--- src/sv/fph_pkg.sv ---
// ----------------------------------------------------------------------------
// fph_pkg
// Shared types and constants for the fit-policy hole allocator.
// ----------------------------------------------------------------------------
package fph_pkg;

    localparam int HOLES     = 16;
    localparam int SIZE_BITS = 16;
    localparam int IDX_BITS  = $clog2(HOLES);
    localparam int CNT_BITS  = $clog2(HOLES + 1);

    localparam int CMD_BITS   = 2;
    localparam int MODE_BITS  = 2;
    localparam int CFG_BITS   = 1;
    localparam int CFG_DATA_W = 5;
    localparam int TDATA_W    = 24;

    typedef enum logic [CMD_BITS-1:0] {
        CMD_LOAD    = 2'd0,
        CMD_ALLOC   = 2'd1,
        CMD_RESTART = 2'd2,
        CMD_NOP     = 2'd3
    } cmd_t;

    typedef enum logic [MODE_BITS-1:0] {
        MODE_FIRST  = 2'd0,
        MODE_BEST   = 2'd1,
        MODE_WORST  = 2'd2,
        MODE_SPARE  = 2'd3
    } fit_mode_t;

    localparam logic [CFG_BITS-1:0] CFG_FIT_MODE   = 1'b0;
    localparam logic [CFG_BITS-1:0] CFG_HOLE_COUNT = 1'b1;

    typedef struct packed {
        logic                 rd_en;
        logic [IDX_BITS-1:0]  rd_addr;
        logic                 sz_we;
        logic                 rm_we;
        logic [IDX_BITS-1:0]  wr_addr;
        logic [SIZE_BITS-1:0] sz_wdata;
        logic [SIZE_BITS-1:0] rm_wdata;
    } mem_ctrl_t;

    typedef struct packed {
        logic clear;
        logic step;
    } fit_ctrl_t;

    typedef struct packed {
        logic                 found;
        logic [IDX_BITS-1:0]  pick;
        logic [SIZE_BITS-1:0] best;
    } fit_res_t;

endpackage

--- src/sv/fph_hole_store.sv ---
// ----------------------------------------------------------------------------
// fph_hole_store
// Original and remaining hole sizes, one write and one registered read each.
// ----------------------------------------------------------------------------
module fph_hole_store (
    input  logic                          clk,
    input  fph_pkg::mem_ctrl_t            ctrl,
    output logic [fph_pkg::SIZE_BITS-1:0] sz_rdata,
    output logic [fph_pkg::SIZE_BITS-1:0] rm_rdata
);
    import fph_pkg::*;

    logic [SIZE_BITS-1:0] size_mem [HOLES];
    logic [SIZE_BITS-1:0] rem_mem  [HOLES];

    always_ff @(posedge clk)
    begin
        if (ctrl.sz_we)
        begin
            size_mem[ctrl.wr_addr] <= ctrl.sz_wdata;
        end
        if (ctrl.rd_en)
        begin
            sz_rdata <= size_mem[ctrl.rd_addr];
        end
    end

    always_ff @(posedge clk)
    begin
        if (ctrl.rm_we)
        begin
            rem_mem[ctrl.wr_addr] <= ctrl.rm_wdata;
        end
        if (ctrl.rd_en)
        begin
            rm_rdata <= rem_mem[ctrl.rd_addr];
        end
    end

endmodule

--- src/sv/fph_fit_unit.sv ---
// ----------------------------------------------------------------------------
// fph_fit_unit
// Shared compare unit: takes one candidate hole per step, keeps the pick.
// ----------------------------------------------------------------------------
module fph_fit_unit (
    input  logic                          clk,
    input  logic                          rst_n,
    input  fph_pkg::fit_ctrl_t            ctrl,
    input  fph_pkg::fit_mode_t            mode,
    input  logic [fph_pkg::SIZE_BITS-1:0] need,
    input  logic [fph_pkg::IDX_BITS-1:0]  cand_idx,
    input  logic [fph_pkg::SIZE_BITS-1:0] cand_val,
    output fph_pkg::fit_res_t             res
);
    import fph_pkg::*;

    logic                 found_reg, found_next;
    logic [IDX_BITS-1:0]  pick_reg,  pick_next;
    logic [SIZE_BITS-1:0] best_reg,  best_next;
    logic                 fits;
    logic                 better;
    logic                 take;

    always_comb
    begin
        fits = (cand_val >= need);
        case (mode)
            MODE_BEST:  better = (cand_val < best_reg);
            MODE_WORST: better = (cand_val > best_reg);
            default:    better = 1'b0;
        endcase
        take = ctrl.step && fits && (!found_reg || better);

        found_next = found_reg;
        pick_next  = pick_reg;
        best_next  = best_reg;
        if (ctrl.clear)
        begin
            found_next = 1'b0;
        end
        else if (take)
        begin
            found_next = 1'b1;
            pick_next  = cand_idx;
            best_next  = cand_val;
        end
    end

    always_ff @(posedge clk or negedge rst_n)
    begin
        if (!rst_n)
        begin
            found_reg <= 1'b0;
        end
        else
        begin
            found_reg <= found_next;
        end
    end

    always_ff @(posedge clk)
    begin
        pick_reg <= pick_next;
        best_reg <= best_next;
    end

    assign res.found = found_reg;
    assign res.pick  = pick_reg;
    assign res.best  = best_reg;

endmodule

--- src/sv/fit_policy_hole_allocator.sv ---
// ----------------------------------------------------------------------------
// fit_policy_hole_allocator
// Hole table with first, best or worst fit placement of allocate requests.
// ----------------------------------------------------------------------------
// Usage:
//   s_axis carries one command request: tuser is the command, tdata the
//   hole index and amount. m_axis returns one result per request: tuser is
//   the grant flag, tdata the placed hole and the size left in it.
//   cfg writes fit_mode (index 0) or hole_count (index 1); write only while
//   the block is idle. cfg_ready is always high.
// Timing:
//   Allocate reads min(hole_count,16) entries of the hole table one entry a
//   cycle through a single registered read port into one shared compare
//   unit. Restart copies the 16 original sizes one per cycle.
//   One request is in progress at a time; s_axis_tready is low meanwhile.
// Reset and stall:
//   Reset clears the sequencer and control registers; the hole table is undefined
//   until loaded. A result waits in the output register while m_axis_tready
//   is low; the next request may be accepted but finishes only once it drains.
// ----------------------------------------------------------------------------
module fit_policy_hole_allocator (
    input  logic                            clk,
    input  logic                            rst_n,
    input  logic                            s_axis_tvalid,
    output logic                            s_axis_tready,
    input  logic [fph_pkg::TDATA_W-1:0]     s_axis_tdata,  // hole_index, amount
    input  logic [fph_pkg::CMD_BITS-1:0]    s_axis_tuser,  // command
    output logic                            m_axis_tvalid,
    input  logic                            m_axis_tready,
    output logic [fph_pkg::TDATA_W-1:0]     m_axis_tdata,  // placed_hole, left_in_hole
    output logic                            m_axis_tuser,  // granted
    input  logic                            cfg_valid,
    output logic                            cfg_ready,
    input  logic [fph_pkg::CFG_BITS-1:0]    cfg_index,
    input  logic [fph_pkg::CFG_DATA_W-1:0]  cfg_data
);
    import fph_pkg::*;

    typedef enum logic [3:0] {
        ST_IDLE   = 4'b0001,
        ST_SCAN   = 4'b0010,
        ST_COPY   = 4'b0100,
        ST_FINISH = 4'b1000
    } state_t;

    state_t               state_reg, state_next;
    logic [CNT_BITS-1:0]  cnt_reg, cnt_next;
    logic                 pipe_valid_reg;
    logic [IDX_BITS-1:0]  pipe_idx_reg;
    cmd_t                 cmd_reg;
    logic [IDX_BITS-1:0]  idx_reg;
    logic [SIZE_BITS-1:0] amount_reg;
    fit_mode_t            mode_reg;
    logic [CNT_BITS-1:0]  count_reg;

    logic                 out_valid_reg;
    logic                 out_granted_reg;
    logic [IDX_BITS-1:0]  out_hole_reg;
    logic [SIZE_BITS-1:0] out_left_reg;

    logic [CNT_BITS-1:0]  used;
    logic [CNT_BITS-1:0]  limit;
    logic                 in_acc;
    logic                 out_free;
    logic                 finish_go;
    logic [SIZE_BITS-1:0] left;

    mem_ctrl_t            mem_ctrl;
    fit_ctrl_t            fit_ctrl;
    fit_res_t             fit_res;
    logic [SIZE_BITS-1:0] sz_rdata;
    logic [SIZE_BITS-1:0] rm_rdata;

    fph_hole_store u_store (
        .clk      (clk),
        .ctrl     (mem_ctrl),
        .sz_rdata (sz_rdata),
        .rm_rdata (rm_rdata)
    );

    fph_fit_unit u_fit (
        .clk      (clk),
        .rst_n    (rst_n),
        .ctrl     (fit_ctrl),
        .mode     (mode_reg),
        .need     (amount_reg),
        .cand_idx (pipe_idx_reg),
        .cand_val (rm_rdata),
        .res      (fit_res)
    );

    assign used      = (count_reg > CNT_BITS'(HOLES)) ? CNT_BITS'(HOLES) : count_reg;
    assign limit     = (state_reg == ST_COPY) ? CNT_BITS'(HOLES) : used;
    assign in_acc    = s_axis_tvalid && s_axis_tready;
    assign out_free  = !out_valid_reg || m_axis_tready;
    assign finish_go = (state_reg == ST_FINISH) && out_free;
    assign left      = fit_res.best - amount_reg;

    assign s_axis_tready = (state_reg == ST_IDLE);
    assign cfg_ready     = 1'b1;

    always_comb
    begin
        state_next = state_reg;
        cnt_next   = cnt_reg;
        unique case (state_reg) inside
            ST_IDLE:
            begin
                cnt_next = '0;
                if (in_acc)
                begin
                    case (cmd_t'(s_axis_tuser))
                        CMD_ALLOC:   state_next = ST_SCAN;
                        CMD_RESTART: state_next = ST_COPY;
                        default:     state_next = ST_FINISH;
                    endcase
                end
            end
            ST_SCAN, ST_COPY:
            begin
                if (cnt_reg < limit)
                begin
                    cnt_next = cnt_reg + 1'b1;
                end
                else if (!pipe_valid_reg)
                begin
                    state_next = ST_FINISH;
                end
            end
            ST_FINISH:
            begin
                if (out_free)
                begin
                    state_next = ST_IDLE;
                end
            end
            default:
            begin
                state_next = ST_IDLE;
            end
        endcase
    end

    always_comb
    begin
        mem_ctrl          = '0;
        mem_ctrl.rd_en    = ((state_reg == ST_SCAN) || (state_reg == ST_COPY))
                            && (cnt_reg < limit);
        mem_ctrl.rd_addr  = cnt_reg[IDX_BITS-1:0];
        mem_ctrl.wr_addr  = pipe_idx_reg;
        mem_ctrl.sz_wdata = amount_reg;
        mem_ctrl.rm_wdata = sz_rdata;
        if ((state_reg == ST_COPY) && pipe_valid_reg)
        begin
            mem_ctrl.rm_we = 1'b1;
        end
        else if (finish_go && (cmd_reg == CMD_LOAD))
        begin
            mem_ctrl.sz_we    = 1'b1;
            mem_ctrl.rm_we    = 1'b1;
            mem_ctrl.wr_addr  = idx_reg;
            mem_ctrl.rm_wdata = amount_reg;
        end
        else if (finish_go && (cmd_reg == CMD_ALLOC) && fit_res.found)
        begin
            mem_ctrl.rm_we    = 1'b1;
            mem_ctrl.wr_addr  = fit_res.pick;
            mem_ctrl.rm_wdata = left;
        end
    end

    assign fit_ctrl.clear = in_acc;
    assign fit_ctrl.step  = (state_reg == ST_SCAN) && pipe_valid_reg;

    always_ff @(posedge clk or negedge rst_n)
    begin
        if (!rst_n)
        begin
            state_reg      <= ST_IDLE;
            cnt_reg        <= '0;
            pipe_valid_reg <= 1'b0;
            mode_reg       <= MODE_FIRST;
            count_reg      <= '0;
            out_valid_reg  <= 1'b0;
        end
        else
        begin
            state_reg      <= state_next;
            cnt_reg        <= cnt_next;
            pipe_valid_reg <= mem_ctrl.rd_en;
            if (cfg_valid && cfg_ready)
            begin
                unique case (cfg_index)
                    CFG_FIT_MODE:   mode_reg  <= fit_mode_t'(cfg_data[MODE_BITS-1:0]);
                    CFG_HOLE_COUNT: count_reg <= cfg_data[CNT_BITS-1:0];
                    default:        ;
                endcase
            end
            if (finish_go)
            begin
                out_valid_reg <= 1'b1;
            end
            else if (m_axis_tready)
            begin
                out_valid_reg <= 1'b0;
            end
        end
    end

    always_ff @(posedge clk)
    begin
        pipe_idx_reg <= cnt_reg[IDX_BITS-1:0];
        if (in_acc)
        begin
            cmd_reg    <= cmd_t'(s_axis_tuser);
            idx_reg    <= s_axis_tdata[IDX_BITS-1:0];
            amount_reg <= s_axis_tdata[IDX_BITS +: SIZE_BITS];
        end
        if (finish_go)
        begin
            if ((cmd_reg == CMD_ALLOC) && fit_res.found)
            begin
                out_granted_reg <= 1'b1;
                out_hole_reg    <= fit_res.pick;
                out_left_reg    <= left;
            end
            else
            begin
                out_granted_reg <= 1'b0;
                out_hole_reg    <= '0;
                out_left_reg    <= '0;
            end
        end
    end

    assign m_axis_tvalid = out_valid_reg;
    assign m_axis_tuser  = out_granted_reg;
    assign m_axis_tdata  = {{(TDATA_W - IDX_BITS - SIZE_BITS){1'b0}}, out_left_reg, out_hole_reg};

`ifndef ASSERT_OFF
    a_pipe_in_sweep: assert property (@(posedge clk) disable iff (!rst_n)
        pipe_valid_reg |-> (state_reg == ST_SCAN) || (state_reg == ST_COPY))
        else $error("read pipeline busy outside a sweep");

    a_grant_in_range: assert property (@(posedge clk) disable iff (!rst_n)
        (m_axis_tvalid && m_axis_tuser) |-> ({1'b0, out_hole_reg} < used))
        else $error("granted hole beyond holes in use");

    a_refused_zero: assert property (@(posedge clk) disable iff (!rst_n)
        (m_axis_tvalid && !m_axis_tuser) |-> (m_axis_tdata == '0))
        else $error("refused result carries a non-zero payload");

    a_finish_after_drain: assert property (@(posedge clk) disable iff (!rst_n)
        (state_reg == ST_FINISH) |-> !pipe_valid_reg && !mem_ctrl.rd_en)
        else $error("result formed while table reads are still in flight");
`endif

endmodule

--- config.mk ---
export PLATFORM = sky130hd
export DESIGN_NAME = fit_policy_hole_allocator
export DESIGN_NICKNAME = d
export VERILOG_FILES = /design/src/sv/fph_pkg.sv /design/src/sv/fph_hole_store.sv /design/src/sv/fph_fit_unit.sv /design/src/sv/fit_policy_hole_allocator.sv
export SDC_FILE = /design/constraint.sdc
export NUM_CORES = 1
export LEC_CHECK = 0
export BUFFER_PORTS_ARGS = -buffer_cell sky130_fd_sc_hd__buf_2
export CAP_MARGIN = 10
export CORE_MARGIN = 2
export CORE_UTILIZATION = 60
export CTS_CLUSTER_SIZE = 16
export DETAILED_ROUTE_END_ITERATION = 8
export PLACE_DENSITY = 0.77
export SLEW_MARGIN = 5
export SYNTH_ARGS = -nofsm -noshare
export SYNTH_HDL_FRONTEND = slang
export SYNTH_HIERARCHICAL = 1
export SYNTH_SLANG_ARGS = --single-unit
--- constraint.sdc ---
create_clock -name clk -period 4.6 [get_ports clk]
set_input_delay 0.46 -clock clk [delete_from_list [all_inputs] [get_ports clk]]
set_output_delay 0.46 -clock clk [all_outputs]
set_load 0.03 [all_outputs]
==> results.md <==
* Crit-path slowest cell: a21oi_1
* Setup violators final at 0
* Largest fanout on the critical path at 16
* Worst Path Arrival at 3.76 ns
* PortBufs at 55
* Initial antenna violation count at 0
* Pint at 10.6 mW
* Startpoint Class: flop
* Pre-Repair DR Iteration Count at 5
* RR Startpoint: state_reg[0]
* HP Class: input port to flop
* Reg2Reg Depth at 9
* CTS root buffer: clkbuf_16
* Fillers at 2523
* Crit path time final at 3.49 ns
* Pwr dens at 494 nW/um2
* Worst slew margin at 21.5%
* Yosys cell types at 60
* Max-cap viol count at 0
* Hold path depth at 1
* GRT overflow at 0
* EDFF count, synth at 607
* Post-Syn Area per Cell at 18.8 um2
* CP endpoint kind: flop
* Routed via count at 13453
* Worst-case clock buffer depth at 3
* Post-CTS Resized at 0
* Clk pwr share at 36.3%
* Most frequent cell after synthesis: edfxtp_1
* Largest net degree at the start of global routing at 91
* Pwr Total at 14.1 mW
* RSZ-0062 raised after global routing: no
* Area contributors post-synth: edfxtp_1 72%, mux4_2 11%, ha_1 2.8%, a22oi_1 2.0%, dfrtp_1 1.8%
* Switching Share at 24.9%
* Fin. Hold Viols at 0
* Reg-to-reg critical path endpoint: u_store/rem_mem[4][0]
* CTS tree: built
* Hold path start: s_axis_tdata[15]
* Clk_skew at 0.0193 ns
* VDD IR max at 391 uV
* Outcome: completed
* Initial Util at 60.6%
* Total Die Area at 43900 um2
* # DRC at 0
* Cts bufs inserted at 58
* Crit Path Class: flop to flop
* Reg-to-reg slack, setup at 1.11 ns
* Worst Tran Pin Value at 1.18 ns
* Final period utilization at 75.8%
* Cells after Synth at 1351
* Die width at 210 um
* Post-synthesis sequential area ratio at 74.1%
* WP depth at 9
* Vias in the first global route at 13462
* Max Clk Rate at 287 MHz
* Hold endpoint: amount_reg[11]
* First-pass GRT wire length at 84.5 mm
* Switching pwr at 3.52 mW
* Crit path largest cell delay at 0.71 ns
* Wire length per cell at 27.8 um
* Final WL at 57.4 mm
* Clock Sinks at 630
* Combinational power share at 13.7%
* Final GP Congestion at 0.882
* Share of cells above drive strength 1 at 23.6%
* Clock Latency Late Sink at 0.62 ns
* Htree depth at 2
* Antenna Nets Post-Route at 0
* Post-synth top area cell: edfxtp_1
* Synth top area share at 71.9%
* CP top delay family: simple AND/OR/NAND/NOR gates
* DR vias/cell at 6.52
* Sequential share of power at 50.0%
* Synth cell count leaders: 607 x edfxtp_1, 128 x mux4_2, 72 x nor2_1
* Synthesis-to-finish area growth at 13.0%
* Max Slew Vio Count at 0
* Clock slew at reported path FFs at 0.06 ns
* Top_reg_cell synth: edfxtp_1
* Syn. warnings at 6
* Worst path bufs/invs at 3
* Ports at 65
* Largest regs: u_store/rem_mem (256), u_store/size_mem (256)
* GRT Util Overall at 26.6%
* Yosys reg bits at 630
* LEAKAGE at 9.63 nW
* Die Height at 210 um
* Asr flop ratio synth at 3.02%
* Net count, final at 1571
* Detail Placement HPWL at 33.3 mm
* Worst endpoint required time at 4.87 ns
* Setup_tns at 0 ns
* Core ar. at 41900 um2
* Diodes inserted at 0
* # rows at 75
* Critical path, cell by cell: nor2_1 > and3_1 > nand2_1 > inv_1 > buf_4 > a21oi_1 > nand3b_1 > nor2_1 > buf_4
* Initial DRC Count at 1732
* Post-Syn Area at 25300 um2
==> through the flow <==
step                      cell area (um2)  setup slack [ns]  hold slack (ns)  instances  util [%]
after floorplan                     25400             0.521            0.164       1354         -
after global placement              26600              1.29            0.414       1953      63.5
after detailed placement            26600              1.23            0.420       1953      63.5
after CTS                           28600              1.16          0.00281       2061      68.4
after global routing                28600             0.898          0.00742       2062      68.4
final                               28600              1.11           0.0259       2062      68.4
==> cell families (layout without fill, tap and decap cells) <==
| logic type | count (synthesis) | after routing | share of synthesized area, % |
|---|---|---|---|
| DFF | 630 | 630 | 74.1 |
| muxes | 136 | 136 | 11.7 |
| adders and majority gates | 57 | 57 | 2.84 |
| buffers and inverters | 124 | 293 | 2.13 |
| and+or+nand+nor | 196 | 196 | 3.58 |
| AOI/OAI and AO/OA | 191 | 191 | 5.08 |
| other | 2 | 5 | 0.0296 |
| xor gates and xnor gates | 15 | 15 | 0.518 |
==> layout by cell type (no fill, tap or decap), types with 8 or more instances in the layout <==
master     netlist  layout
clkbuf_1        26       9
nor2_1          72      71
a21oi_1         40      39
clkinv_1         0      12
mux4_2         128     128
buf_2            8      55
and2_1           9       9
xnor2_1         11      11
buf_4           15      64
ha_1            56      56
o21ai_0         27      27
inv_1           63      63
nand2b_1         8       8
a22oi_1         69      69
edfxtp_1       607     607
nand2_1         63      63
clkbuf_16        0      58
a21o_1          10      10
nand3_1         10      10
bufinv_16        0      14
dfrtp_1         18      16
clkinv_2         0       8
o22ai_1         11      11
==> how the worst max path moves through the flow <==
stage	startpoint	slack, ns	endpoint
floorplan	u_store/rm_rdata[13]	0.52	u_fit/best_reg[0]
global placement	amount_reg[0]	1.29	u_store/rem_mem[6][10]
detailed placement	amount_reg[0]	1.23	u_store/rem_mem[4][10]
CTS	amount_reg[0]	1.16	u_store/rem_mem[3][4]
global route	amount_reg[0]	0.90	u_store/rem_mem[11][10]
finish	state_reg[0]	1.11	u_store/rem_mem[4][0]
==> per-layer routing <==
layer,track usage (%),part of all wire (%),up-vias
li1,-,-,5671
met1,38.4,40,6925
met2,42.1,48,729
met3,4.41,8.9,128
met4,9.27,3.5,0
met5,0,0,-
==> timing repair <==
item / in CTS / in global routing
buffers inserted: 0 / 0
hold buffers: 2 / 0
hold endpoints to repair: 19 / 0
==> final cells by class <==
class	count	area [um2]	area share, %
tap	539	674	2.36
clock buffer	67	1490	5.19
timing repair buffer	124	836	2.92
clock inverter	39	556	1.94
inverter	63	236	0.826
multi-input combinational	600	6060	21.1
sequential	630	18800	65.6
==> power by group through the flow <==
stage / registers (mW) / logic (mW) / clock network, mW
after global placement: 7.18 / 1.83 / 0
final: 7.07 / 1.93 / 5.13
after floorplan: 7.11 / 1.28 / 0
after global routing: 7.10 / 2.08 / 5.39
after detailed placement: 7.19 / 1.89 / 0
after CTS: 7.08 / 1.91 / 5.20
(Power assumes the default switching activity.)
